<file path="config.mk">
export PLATFORM = sky130hd
export DESIGN_NAME = line_gated_pattern_counter_unit
export DESIGN_NICKNAME = d
export VERILOG_FILES = /design/src/rtl/lgpc_pkg.sv /design/src/rtl/lgpc_csr.sv /design/src/rtl/lgpc_window.sv /design/src/rtl/lgpc_line.sv /design/src/rtl/line_gated_pattern_counter_unit.sv
export SDC_FILE = /design/constraint.sdc
export NUM_CORES = 2
export LEC_CHECK = 0
export BUFFER_PORTS_ARGS = -buffer_cell sky130_fd_sc_hd__buf_2
export CORE_ASPECT_RATIO = 0.5
export CORE_MARGIN = 1.5
export CORE_UTILIZATION = 30
export DETAILED_ROUTE_END_ITERATION = 8
export PLACE_DENSITY = 0.43
export SYNTH_ARGS = -nofsm -noshare
export SYNTH_HDL_FRONTEND = slang
export SYNTH_SLANG_ARGS = --single-unit
</file>
<file path="constraint.sdc">
create_clock -name clock -period 9.02 [get_ports clock]
set_input_delay 1.353 -clock clock [delete_from_list [all_inputs] [get_ports clock]]
set_output_delay 1.353 -clock clock [all_outputs]
set_load 0.02 [all_outputs]
</file>
<file path="src/rtl/lgpc_pkg.sv">
`default_nettype none

package lgpc_pkg;

   // Text and line limits.
   localparam int LINE_MAX    = 1024;
   localparam int PATTERN_MAX = 32;
   localparam int BYTE_W      = 8;

   // Position counter only has to reach LINE_MAX-2 before the forced line end.
   localparam int POS_W   = $clog2(LINE_MAX - 1);
   localparam int LEN_W   = $clog2(PATTERN_MAX + 1);
   localparam int TALLY_W = 10;
   localparam int TOTAL_W = 32;

   localparam logic [TALLY_W-1:0] TALLY_MAX = '1;
   localparam logic [POS_W-1:0]   POS_LAST  = POS_W'(LINE_MAX - 2);

   // Pattern storage: four 64-bit words of eight bytes each.
   localparam int WORD_COUNT  = 4;
   localparam int WORD_W      = 64;
   localparam int WORD_BYTES  = WORD_W / BYTE_W;
   localparam int STORED_BYTES = WORD_COUNT * WORD_BYTES;

   // Register port geometry: 64-bit registers at 8-byte spacing.
   localparam int CSR_DATA_W = 64;
   localparam int CSR_ADDR_W = 6;
   localparam int CSR_SEL_LO = 3;

   localparam logic [BYTE_W-1:0] UNDERSCORE_CHAR = 8'h5F;
   localparam logic [BYTE_W-1:0] PIPE_CHAR       = 8'h7C;

   typedef enum logic [CSR_ADDR_W-CSR_SEL_LO-1:0] {
      REG_PATTERN_LENGTH  = 3'd0,
      REG_PATTERN_BYTES_0 = 3'd1,
      REG_PATTERN_BYTES_1 = 3'd2,
      REG_PATTERN_BYTES_2 = 3'd3,
      REG_PATTERN_BYTES_3 = 3'd4
   } reg_index_type;

   typedef logic [PATTERN_MAX-1:0][BYTE_W-1:0] pattern_type;

   // Settings seen by the datapath.
   typedef struct packed {
      logic [LEN_W-1:0] len;       // effective length, 1 to PATTERN_MAX
      pattern_type      pattern;   // byte k of the pattern at index k
   } cfg_type;

   // One text item held in the input register.
   typedef struct packed {
      logic [BYTE_W-1:0] text_byte;
      logic              line_end;
   } item_type;

   // Pipeline control from the line tracker.
   typedef struct packed {
      logic advance;     // the held item is processed this cycle
      logic line_done;   // the held item finishes its line
   } step_type;

endpackage

`default_nettype wire

</file>
<file path="src/rtl/lgpc_csr.sv">
`default_nettype none

module lgpc_csr (
   input  wire logic                                   clock,
   input  wire logic                                   reset,
   input  wire logic                                   csr_psel,
   input  wire logic                                   csr_penable,
   input  wire logic                                   csr_pwrite,
   input  wire logic [lgpc_pkg::CSR_ADDR_W-1:0]        csr_paddr,
   input  wire logic [lgpc_pkg::CSR_DATA_W-1:0]        csr_pwdata,
   output logic      [lgpc_pkg::CSR_DATA_W-1:0]        csr_prdata,
   output logic                                        csr_pready,
   output lgpc_pkg::cfg_type                           cfg
);

   logic [lgpc_pkg::LEN_W-1:0]  pattern_length_ff;
   logic [lgpc_pkg::LEN_W-1:0]  pattern_length_in;
   logic [lgpc_pkg::WORD_COUNT-1:0][lgpc_pkg::WORD_W-1:0] pattern_words_ff;
   logic [lgpc_pkg::WORD_COUNT-1:0][lgpc_pkg::WORD_W-1:0] pattern_words_in;
   lgpc_pkg::reg_index_type reg_index;
   logic                    write_en;

   assign csr_pready = 1'b1;
   assign write_en   = csr_psel && csr_penable && csr_pwrite;
   assign reg_index  = lgpc_pkg::reg_index_type'(
                          csr_paddr[lgpc_pkg::CSR_ADDR_W-1:lgpc_pkg::CSR_SEL_LO]);

   // Register writes; indexes past the last register are ignored.
   always_comb begin
      pattern_length_in = pattern_length_ff;
      pattern_words_in  = pattern_words_ff;
      if (write_en) begin
         unique case (reg_index)
            lgpc_pkg::REG_PATTERN_LENGTH:
               pattern_length_in = csr_pwdata[lgpc_pkg::LEN_W-1:0];
            lgpc_pkg::REG_PATTERN_BYTES_0: pattern_words_in[0] = csr_pwdata;
            lgpc_pkg::REG_PATTERN_BYTES_1: pattern_words_in[1] = csr_pwdata;
            lgpc_pkg::REG_PATTERN_BYTES_2: pattern_words_in[2] = csr_pwdata;
            lgpc_pkg::REG_PATTERN_BYTES_3: pattern_words_in[3] = csr_pwdata;
            default: ;
         endcase
      end
   end

   always_ff @(posedge clock) begin
      if (reset) begin
         pattern_length_ff <= lgpc_pkg::LEN_W'(1);
         pattern_words_ff  <= '0;
      end else begin
         pattern_length_ff <= pattern_length_in;
         pattern_words_ff  <= pattern_words_in;
      end
   end

   // Read data.
   always_comb begin
      unique case (reg_index)
         lgpc_pkg::REG_PATTERN_LENGTH:
            csr_prdata = lgpc_pkg::CSR_DATA_W'(pattern_length_ff);
         lgpc_pkg::REG_PATTERN_BYTES_0: csr_prdata = pattern_words_ff[0];
         lgpc_pkg::REG_PATTERN_BYTES_1: csr_prdata = pattern_words_ff[1];
         lgpc_pkg::REG_PATTERN_BYTES_2: csr_prdata = pattern_words_ff[2];
         lgpc_pkg::REG_PATTERN_BYTES_3: csr_prdata = pattern_words_ff[3];
         default:                       csr_prdata = '0;
      endcase
   end

   // Effective length: zero reads as one, anything above the maximum is clamped.
   always_comb begin
      if (pattern_length_ff == '0) begin
         cfg.len = lgpc_pkg::LEN_W'(1);
      end else if (pattern_length_ff > lgpc_pkg::LEN_W'(lgpc_pkg::PATTERN_MAX)) begin
         cfg.len = lgpc_pkg::LEN_W'(lgpc_pkg::PATTERN_MAX);
      end else begin
         cfg.len = pattern_length_ff;
      end
   end

   // Unpack the words into pattern bytes; bytes beyond storage read as zero.
   always_comb begin
      for (int k = 0; k < lgpc_pkg::PATTERN_MAX; k++) begin
         if (k < lgpc_pkg::STORED_BYTES) begin
            cfg.pattern[k] = pattern_words_ff[k / lgpc_pkg::WORD_BYTES]
                                [(k % lgpc_pkg::WORD_BYTES) * lgpc_pkg::BYTE_W +:
                                 lgpc_pkg::BYTE_W];
         end else begin
            cfg.pattern[k] = '0;
         end
      end
   end

endmodule

`default_nettype wire

</file>
<file path="src/rtl/lgpc_window.sv">
`default_nettype none

module lgpc_window (
   input  wire logic               clock,
   input  wire logic               reset,
   input  wire lgpc_pkg::cfg_type  cfg,
   input  wire lgpc_pkg::item_type item,
   input  wire lgpc_pkg::step_type step,
   output logic                    hit
);

   localparam int HIST = lgpc_pkg::PATTERN_MAX - 1;

   // Previous bytes of the line, newest at index 0.
   logic [HIST-1:0][lgpc_pkg::BYTE_W-1:0] recent_ff;
   logic [HIST-1:0][lgpc_pkg::BYTE_W-1:0] recent_in;

   lgpc_pkg::pattern_type window;
   lgpc_pkg::pattern_type reversed;
   lgpc_pkg::pattern_type aligned;
   logic [lgpc_pkg::LEN_W-1:0] shift;
   logic [lgpc_pkg::PATTERN_MAX-1:0] byte_ok;

   // Window position j holds the byte j places back; the new byte is position 0.
   always_comb begin
      window[0] = item.text_byte;
      for (int j = 1; j < lgpc_pkg::PATTERN_MAX; j++) begin
         window[j] = recent_ff[j-1];
      end
   end

   // Reverse the pattern and shift it so that position j meets byte len-1-j.
   always_comb begin
      for (int j = 0; j < lgpc_pkg::PATTERN_MAX; j++) begin
         reversed[j] = cfg.pattern[lgpc_pkg::PATTERN_MAX-1-j];
      end
   end

   assign shift   = lgpc_pkg::LEN_W'(lgpc_pkg::PATTERN_MAX) - cfg.len;
   assign aligned = reversed >> (shift * lgpc_pkg::BYTE_W);

   // Parallel byte compares; positions past the pattern length always pass.
   always_comb begin
      for (int j = 0; j < lgpc_pkg::PATTERN_MAX; j++) begin
         byte_ok[j] = (window[j] == aligned[j]) ||
                      (lgpc_pkg::LEN_W'(j) >= cfg.len);
      end
   end

   assign hit = &byte_ok;

   // History shifts on each processed byte and empties at a line end.
   always_comb begin
      recent_in = recent_ff;
      if (step.advance) begin
         if (step.line_done) begin
            recent_in = '0;
         end else begin
            recent_in[0] = item.text_byte;
            for (int j = 1; j < HIST; j++) begin
               recent_in[j] = recent_ff[j-1];
            end
         end
      end
   end

   always_ff @(posedge clock) begin
      if (reset) begin
         recent_ff <= '0;
      end else begin
         recent_ff <= recent_in;
      end
   end

endmodule

`default_nettype wire

</file>
<file path="src/rtl/lgpc_line.sv">
`default_nettype none

module lgpc_line (
   input  wire logic                              clock,
   input  wire logic                              reset,
   input  wire lgpc_pkg::cfg_type                 cfg,
   input  wire logic                              item_valid,
   input  wire lgpc_pkg::item_type                item,
   input  wire logic                              hit,
   output lgpc_pkg::step_type                     step,
   output logic                                   rsp_valid,
   input  wire logic                              rsp_stall,
   output logic [lgpc_pkg::TALLY_W-1:0]           rsp_line_matches,
   output logic                                   rsp_header_valid,
   output logic [lgpc_pkg::TOTAL_W-1:0]           rsp_total_matches
);

   logic [lgpc_pkg::POS_W-1:0]   pos_ff, pos_in;
   logic [lgpc_pkg::TALLY_W-1:0] tally_ff, tally_in;
   logic                         us_seen_ff, us_seen_in;
   logic                         pipe_seen_ff, pipe_seen_in;
   logic                         us_first_ff, us_first_in;
   logic [lgpc_pkg::TOTAL_W-1:0] total_ff, total_in;

   logic                         rsp_valid_ff, rsp_valid_in;
   logic [lgpc_pkg::TALLY_W-1:0] matches_ff, matches_in;
   logic                         header_ff, header_in;
   logic [lgpc_pkg::TOTAL_W-1:0] out_total_ff, out_total_in;

   logic                         line_done;
   logic                         window_full;
   logic                         counted;
   logic [lgpc_pkg::TALLY_W-1:0] tally_next;
   logic                         is_us, is_pipe;
   logic                         us_seen_next, pipe_seen_next, us_first_next;
   logic                         header_ok;
   logic [lgpc_pkg::TALLY_W-1:0] kept;
   logic [lgpc_pkg::TOTAL_W:0]   total_sum;
   logic [lgpc_pkg::TOTAL_W-1:0] total_next;

   // The held item ends its line on the flag or when the line reaches its limit.
   assign line_done = item.line_end || (pos_ff == lgpc_pkg::POS_LAST);

   // A line-ending item waits only while the result register is occupied and stalled.
   assign step.advance   = item_valid && (!line_done || !rsp_valid_ff || !rsp_stall);
   assign step.line_done = line_done;

   // Count a match only once the line holds enough bytes for the whole pattern.
   assign window_full = ({1'b0, pos_ff} + (lgpc_pkg::POS_W+1)'(1)) >=
                        (lgpc_pkg::POS_W+1)'(cfg.len);
   assign counted     = hit && window_full && (tally_ff != lgpc_pkg::TALLY_MAX);
   assign tally_next  = tally_ff + lgpc_pkg::TALLY_W'(counted);

   // Header flags: the first underscore must come before the first pipe.
   assign is_us          = item.text_byte == lgpc_pkg::UNDERSCORE_CHAR;
   assign is_pipe        = item.text_byte == lgpc_pkg::PIPE_CHAR;
   assign us_seen_next   = us_seen_ff || is_us;
   assign us_first_next  = us_first_ff || (is_us && !us_seen_ff && !pipe_seen_ff);
   assign pipe_seen_next = pipe_seen_ff || is_pipe;
   assign header_ok      = us_first_next && pipe_seen_next;

   // Saturating running total.
   assign kept       = header_ok ? tally_next : '0;
   assign total_sum  = {1'b0, total_ff} + (lgpc_pkg::TOTAL_W+1)'(kept);
   assign total_next = total_sum[lgpc_pkg::TOTAL_W] ? '1 :
                       total_sum[lgpc_pkg::TOTAL_W-1:0];

   // Per-line state update.
   always_comb begin
      pos_in       = pos_ff;
      tally_in     = tally_ff;
      us_seen_in   = us_seen_ff;
      pipe_seen_in = pipe_seen_ff;
      us_first_in  = us_first_ff;
      total_in     = total_ff;
      if (step.advance) begin
         if (line_done) begin
            pos_in       = '0;
            tally_in     = '0;
            us_seen_in   = 1'b0;
            pipe_seen_in = 1'b0;
            us_first_in  = 1'b0;
            total_in     = total_next;
         end else begin
            pos_in       = pos_ff + lgpc_pkg::POS_W'(1);
            tally_in     = tally_next;
            us_seen_in   = us_seen_next;
            pipe_seen_in = pipe_seen_next;
            us_first_in  = us_first_next;
         end
      end
   end

   // Result register: loaded at a line end, emptied by a transfer.
   always_comb begin
      rsp_valid_in = rsp_valid_ff && rsp_stall;
      matches_in   = matches_ff;
      header_in    = header_ff;
      out_total_in = out_total_ff;
      if (step.advance && line_done) begin
         rsp_valid_in = 1'b1;
         matches_in   = kept;
         header_in    = header_ok;
         out_total_in = total_next;
      end
   end

   always_ff @(posedge clock) begin
      if (reset) begin
         pos_ff       <= '0;
         tally_ff     <= '0;
         us_seen_ff   <= 1'b0;
         pipe_seen_ff <= 1'b0;
         us_first_ff  <= 1'b0;
         total_ff     <= '0;
         rsp_valid_ff <= 1'b0;
      end else begin
         pos_ff       <= pos_in;
         tally_ff     <= tally_in;
         us_seen_ff   <= us_seen_in;
         pipe_seen_ff <= pipe_seen_in;
         us_first_ff  <= us_first_in;
         total_ff     <= total_in;
         rsp_valid_ff <= rsp_valid_in;
      end
      matches_ff   <= matches_in;
      header_ff    <= header_in;
      out_total_ff <= out_total_in;
   end

   assign rsp_valid         = rsp_valid_ff;
   assign rsp_line_matches  = matches_ff;
   assign rsp_header_valid  = header_ff;
   assign rsp_total_matches = out_total_ff;

endmodule

`default_nettype wire

</file>
<file path="src/rtl/line_gated_pattern_counter_unit.sv">
`default_nettype none

// Channel   Direction  Handshake            Payload
// req       in         req_valid/req_stall  req_text_byte[7:0], req_line_end
// rsp       out        rsp_valid/rsp_stall  rsp_line_matches[9:0], rsp_header_valid,
//                                           rsp_total_matches[31:0]
// csr       in/out     csr_psel/csr_penable pattern length and four 64-bit pattern words
//
// One byte is taken every cycle unless a line-ending byte waits on a stalled result
// register. A byte waits in the input register, where the 32 parallel window compares
// and the line counters process it; a line result is then registered in the result
// register, from which it transfers.
// Synchronous reset clears the history, counters and running total at once.
// Only a line-ending byte waits on a stalled result register; other bytes keep flowing.
module line_gated_pattern_counter_unit (
   input  wire logic                                clock,
   input  wire logic                                reset,
   input  wire logic                                req_valid,
   output logic                                     req_stall,
   input  wire logic [lgpc_pkg::BYTE_W-1:0]         req_text_byte,
   input  wire logic                                req_line_end,
   output logic                                     rsp_valid,
   input  wire logic                                rsp_stall,
   output logic [lgpc_pkg::TALLY_W-1:0]             rsp_line_matches,
   output logic                                     rsp_header_valid,
   output logic [lgpc_pkg::TOTAL_W-1:0]             rsp_total_matches,
   input  wire logic                                csr_psel,
   input  wire logic                                csr_penable,
   input  wire logic                                csr_pwrite,
   input  wire logic [lgpc_pkg::CSR_ADDR_W-1:0]     csr_paddr,
   input  wire logic [lgpc_pkg::CSR_DATA_W-1:0]     csr_pwdata,
   output logic [lgpc_pkg::CSR_DATA_W-1:0]          csr_prdata,
   output logic                                     csr_pready
);

   lgpc_pkg::cfg_type  cfg;
   lgpc_pkg::step_type step;
   lgpc_pkg::item_type item_ff, item_in;
   logic               item_valid_ff, item_valid_in;
   logic               hit;
   logic               req_take;

   // Input register: refills whenever it is empty or its item moves on.
   assign req_stall = item_valid_ff && !step.advance;
   assign req_take  = req_valid && !req_stall;

   always_comb begin
      item_in       = item_ff;
      item_valid_in = item_valid_ff && !step.advance;
      if (req_take) begin
         item_in.text_byte = req_text_byte;
         item_in.line_end  = req_line_end;
         item_valid_in     = 1'b1;
      end
   end

   always_ff @(posedge clock) begin
      if (reset) begin
         item_valid_ff <= 1'b0;
      end else begin
         item_valid_ff <= item_valid_in;
      end
      item_ff <= item_in;
   end

   lgpc_csr u_csr (
      .clock       (clock),
      .reset       (reset),
      .csr_psel    (csr_psel),
      .csr_penable (csr_penable),
      .csr_pwrite  (csr_pwrite),
      .csr_paddr   (csr_paddr),
      .csr_pwdata  (csr_pwdata),
      .csr_prdata  (csr_prdata),
      .csr_pready  (csr_pready),
      .cfg         (cfg)
   );

   lgpc_window u_window (
      .clock (clock),
      .reset (reset),
      .cfg   (cfg),
      .item  (item_ff),
      .step  (step),
      .hit   (hit)
   );

   lgpc_line u_line (
      .clock             (clock),
      .reset             (reset),
      .cfg               (cfg),
      .item_valid        (item_valid_ff),
      .item              (item_ff),
      .hit               (hit),
      .step              (step),
      .rsp_valid         (rsp_valid),
      .rsp_stall         (rsp_stall),
      .rsp_line_matches  (rsp_line_matches),
      .rsp_header_valid  (rsp_header_valid),
      .rsp_total_matches (rsp_total_matches)
   );

endmodule

`default_nettype wire

</file>
==> out/qor.yml <==
clock_tree:
  cts_buffers: 68
  cts_hold_buf: 0
  clk_pin_slew_ns: 0.10
  clk_latency_ns: 0.70
  cts_max_path_buffers: 3
  cts_tree: "done"
  clock-root-buffer: "clkbuf_16"
  cts.sinks: 619
  htreeDepth: 3
sta:
  fin_crit_sh_pct: 98.19
  slew_viol_final: 0
  fmax_mhz: 112.9
  skew_ns: 0.05179
  min_period_ns: 8.856
  final_hold_viol_count: 0
  maxSlewHeadroom_pct: 8.690
  worst_pin_slew_ns: 1.368
  rsz0062_at_grt: "true"
  setup_violations: 0
synthesis:
  synth_ff_type: "dfxtp_1"
  ys_ff_latch: 619
  avgSynthCellArea_um2: 7.976
  synth_nets: 5850
  synthArstFlopShare_pct: 0
  yosys.area.top_type_share_pct: 24.80
  synth_edf_count: 52
  syn_inst: 5739
  ys_types: 118
  yosys_warnings: 0
  yosysSeqAreaShare_pct: 28.21
  yosysTopAreaCell: "dfxtp_1"
  synth_area_mm2: 0.04578
  synth_area_leaders: "dfxtp_1 25%, mux2i_1 10%, nand2_1 7.1%"
grt:
  grt_pass1_wl_mm: 424.8
  grt_use_total_pct: 40.05
  overflow: 0
  antenna_found_initial: 34
  grt_max_degree: 214
  grt_pass1_vias: 46680
flow_run:
  cap_violations: 0
drt:
  vias: 53030
  routedWlPerCell_um: 38.56
  routed.top_layer: "met5"
  met2_length_mm: 116.5
  m1WireLength_mm: 150.1
  drtIter0Drc: 8371
  wirelength_mm: 323.0
  first_pass_iters: 6
  antenna_left: 0
  wl_met3_mm: 43.71
  vias_per_cell: 6.330
  drcViolationCount: 0
final_layout:
  nets: 6411
  area_growth_syn_to_layout_pct: 24.29
  fillers: 15930
  stdcell_count: 8377
  drive_above_1_share_pct: 23.24
worst_setup_path:
  cp-end-kind: "register"
  cp.required_ns: 9.44
  slowest_delay_ns: 0.46
  cpMostUsedCell: "buf_4"
  crit_path_start_kind: "register"
  worstPathArrival_ns: 9.27
  slowest_stage: "o22ai_2"
  path_class: "register to register"
  worstPathMaxFanout: 22
power:
  power_uw: 6396
  leakagePower_uw: 0.02078
  power_density_mw_per_mm2: 112.4
  vdd_ir_drop_max_mv: 0.1634
floorplanning:
  initial_utilization_pct: 30.19
  rows: 101
  core_mm2: 0.1516
  io_pins: 196
  die_x_um: 555.4
  die-area_mm2: 0.1551
  dieHeight_um: 279.2
placement:
  dp_cells: 8223
  hpwlAfterDp_mm: 252.9
  gp_congestion: 1.094
  io_buffers: 191
hold_path:
  hold_class: "register to register"
run_status:
  status: "complete, no violations"
## where the power goes
part	switching (uW)	internal, uW	leakage, uW
logic	349	143	0.0145
registers	37.8	2790	0.00510
clock network	1340	1740	0.00116
total	1730	4670	0.0208
## cells in the final DEF, fill, tap and decap left out, types with 27 or more instances in the layout
cell type and count:
a211oi_1 50, a21oi_1 461, a221o_1 63, a22o_1 62
a22oi_1 285, a31oi_1 67, a32oi_1 27, and3_1 37
buf_12 55, buf_2 190, buf_4 771, clkbuf_16 71
dfxtp_1 564, edfxtp_1 52, inv_1 53, mux2_2 102
mux2i_1 449, mux4_2 47, nand2_1 856, nand3_1 84
nand4_1 28, nor2_1 550, nor3_1 96, nor3b_1 47
nor4b_1 27, o211ai_1 49, o21ai_0 152, o221ai_1 29
o22ai_1 83, o32ai_1 34, xnor2_1 126, xor2_1 91
## cell type report
cell class,count,area [um^2],share of cell area (%)
clock buffers,94,1961,3.446
multi-input cells,4519,30710,53.97
well taps,2008,2512,4.416
clock inverters,26,402.9,0.7081
diodes,19,47.55,0.08357
inverters,58,221.5,0.3892
flip-flops and latches,619,12920,22.71
repair buffers,1034,8123,14.28
## timing repair
item | 4_1_cts | 5_1_grt
cloned | 0 | 2
endpoints found under the setup margin | 64 | 64
setup buffers | 4 | 9
resized for setup | 34 | 105
pin swaps | 2 | 22
## per-stage QoR
| step | hold WS [ns] | util (%) | area, um^2 | setup slack (ns) | setup TNS [ns] |
|---|---|---|---|---|---|
| 3_3_place_gp | 0.4473 | 35.37 | 53640 | -0.5966 | -25.94 |
| 5_1_grt | 0.4835 | 37.50 | 56870 | -0.02954 | -0.03589 |
| 4_1_cts | 0.4613 | 37.07 | 56220 | 0.006489 | 0 |
| 6_report | 0.4588 | 37.52 | 56900 | 0.1635 | 0 |
| 2_1_floorplan | 0.4489 | - | 45780 | 0.02509 | 0 |
| 3_5_place_dp | 0.4527 | 35.37 | 53640 | -0.5168 | -19.95 |
## logic make-up after synthesis
logic type	synth area share, %
AOI/OAI and AO/OA	26.16
xor gates and xnor gates	4.267
adders and majority gates	0.6997
buffers and inverters	6.347
DFF	28.21
muxes	15.26
other	0.008192
and+or+nand+nor	19.06
## Yosys cell counts, types with 85 or more instances
master,instances
a22oi_1,285
clkbuf_1,324
dfxtp_1,567
o21ai_0,158
mux2_2,102
nand3_1,85
mux2i_1,465
o22ai_1,86
nor3_1,98
a21oi_1,467
xor2_1,92
buf_2,95
nor2_1,552
xnor2_1,126
nand2_1,861
## critical path: cells and delay by family, from the launching register on
family / cells / cell delay (ns)
mux: 2 / 0.65
buf+inv: 7 / 1.33
fa+ha+maj: 4 / 1.26
compound gates: 13 / 2.96
simple gates: 9 / 1.84
xor+xnor: 1 / 0.12
flops: 1 / 0.35
## registers in the layout, indices dropped and copies added, names as in the netlist
signal and count:
u_line.rsp_header_valid 1, u_line.rsp_valid 1, u_line.us_seen_ff 1, u_line.pipe_seen_ff 1
u_window.recent_ff 248, item_valid_ff 1, u_line.pos_ff 10, item_ff 9
u_line.total_ff 32, u_csr.cfg 256, u_line.rsp_total_matches 32, u_csr.pattern_length_ff 6
u_line.rsp_line_matches 10, u_line.us_first_ff 1, u_line.tally_ff 10
## metal layers
layer | global-route usage (%) | vias to the layer above
met2 | 50.24 | 3371
met5 | 0.6792 | -
li1 | - | 22450
met3 | 14.83 | 421
met1 | 60.24 | 26770
met4 | 13.47 | 20
## path summary, 6_finish.rpt
path,depth (start not counted),slack [ns],to,start
setup / recovery,36,0.16,u_line.rsp_total_matches[30],u_csr.pattern_length_ff[4]
hold / removal,2,0.46,u_csr.cfg[86],u_csr.cfg[86]
setup reg to reg,36,0.16,u_line.rsp_total_matches[30],u_csr.pattern_length_ff[4]
hold reg to reg,2,0.46,u_csr.cfg[86],u_csr.cfg[86]
No activity file was read; power rests on OpenSTA's default activity.
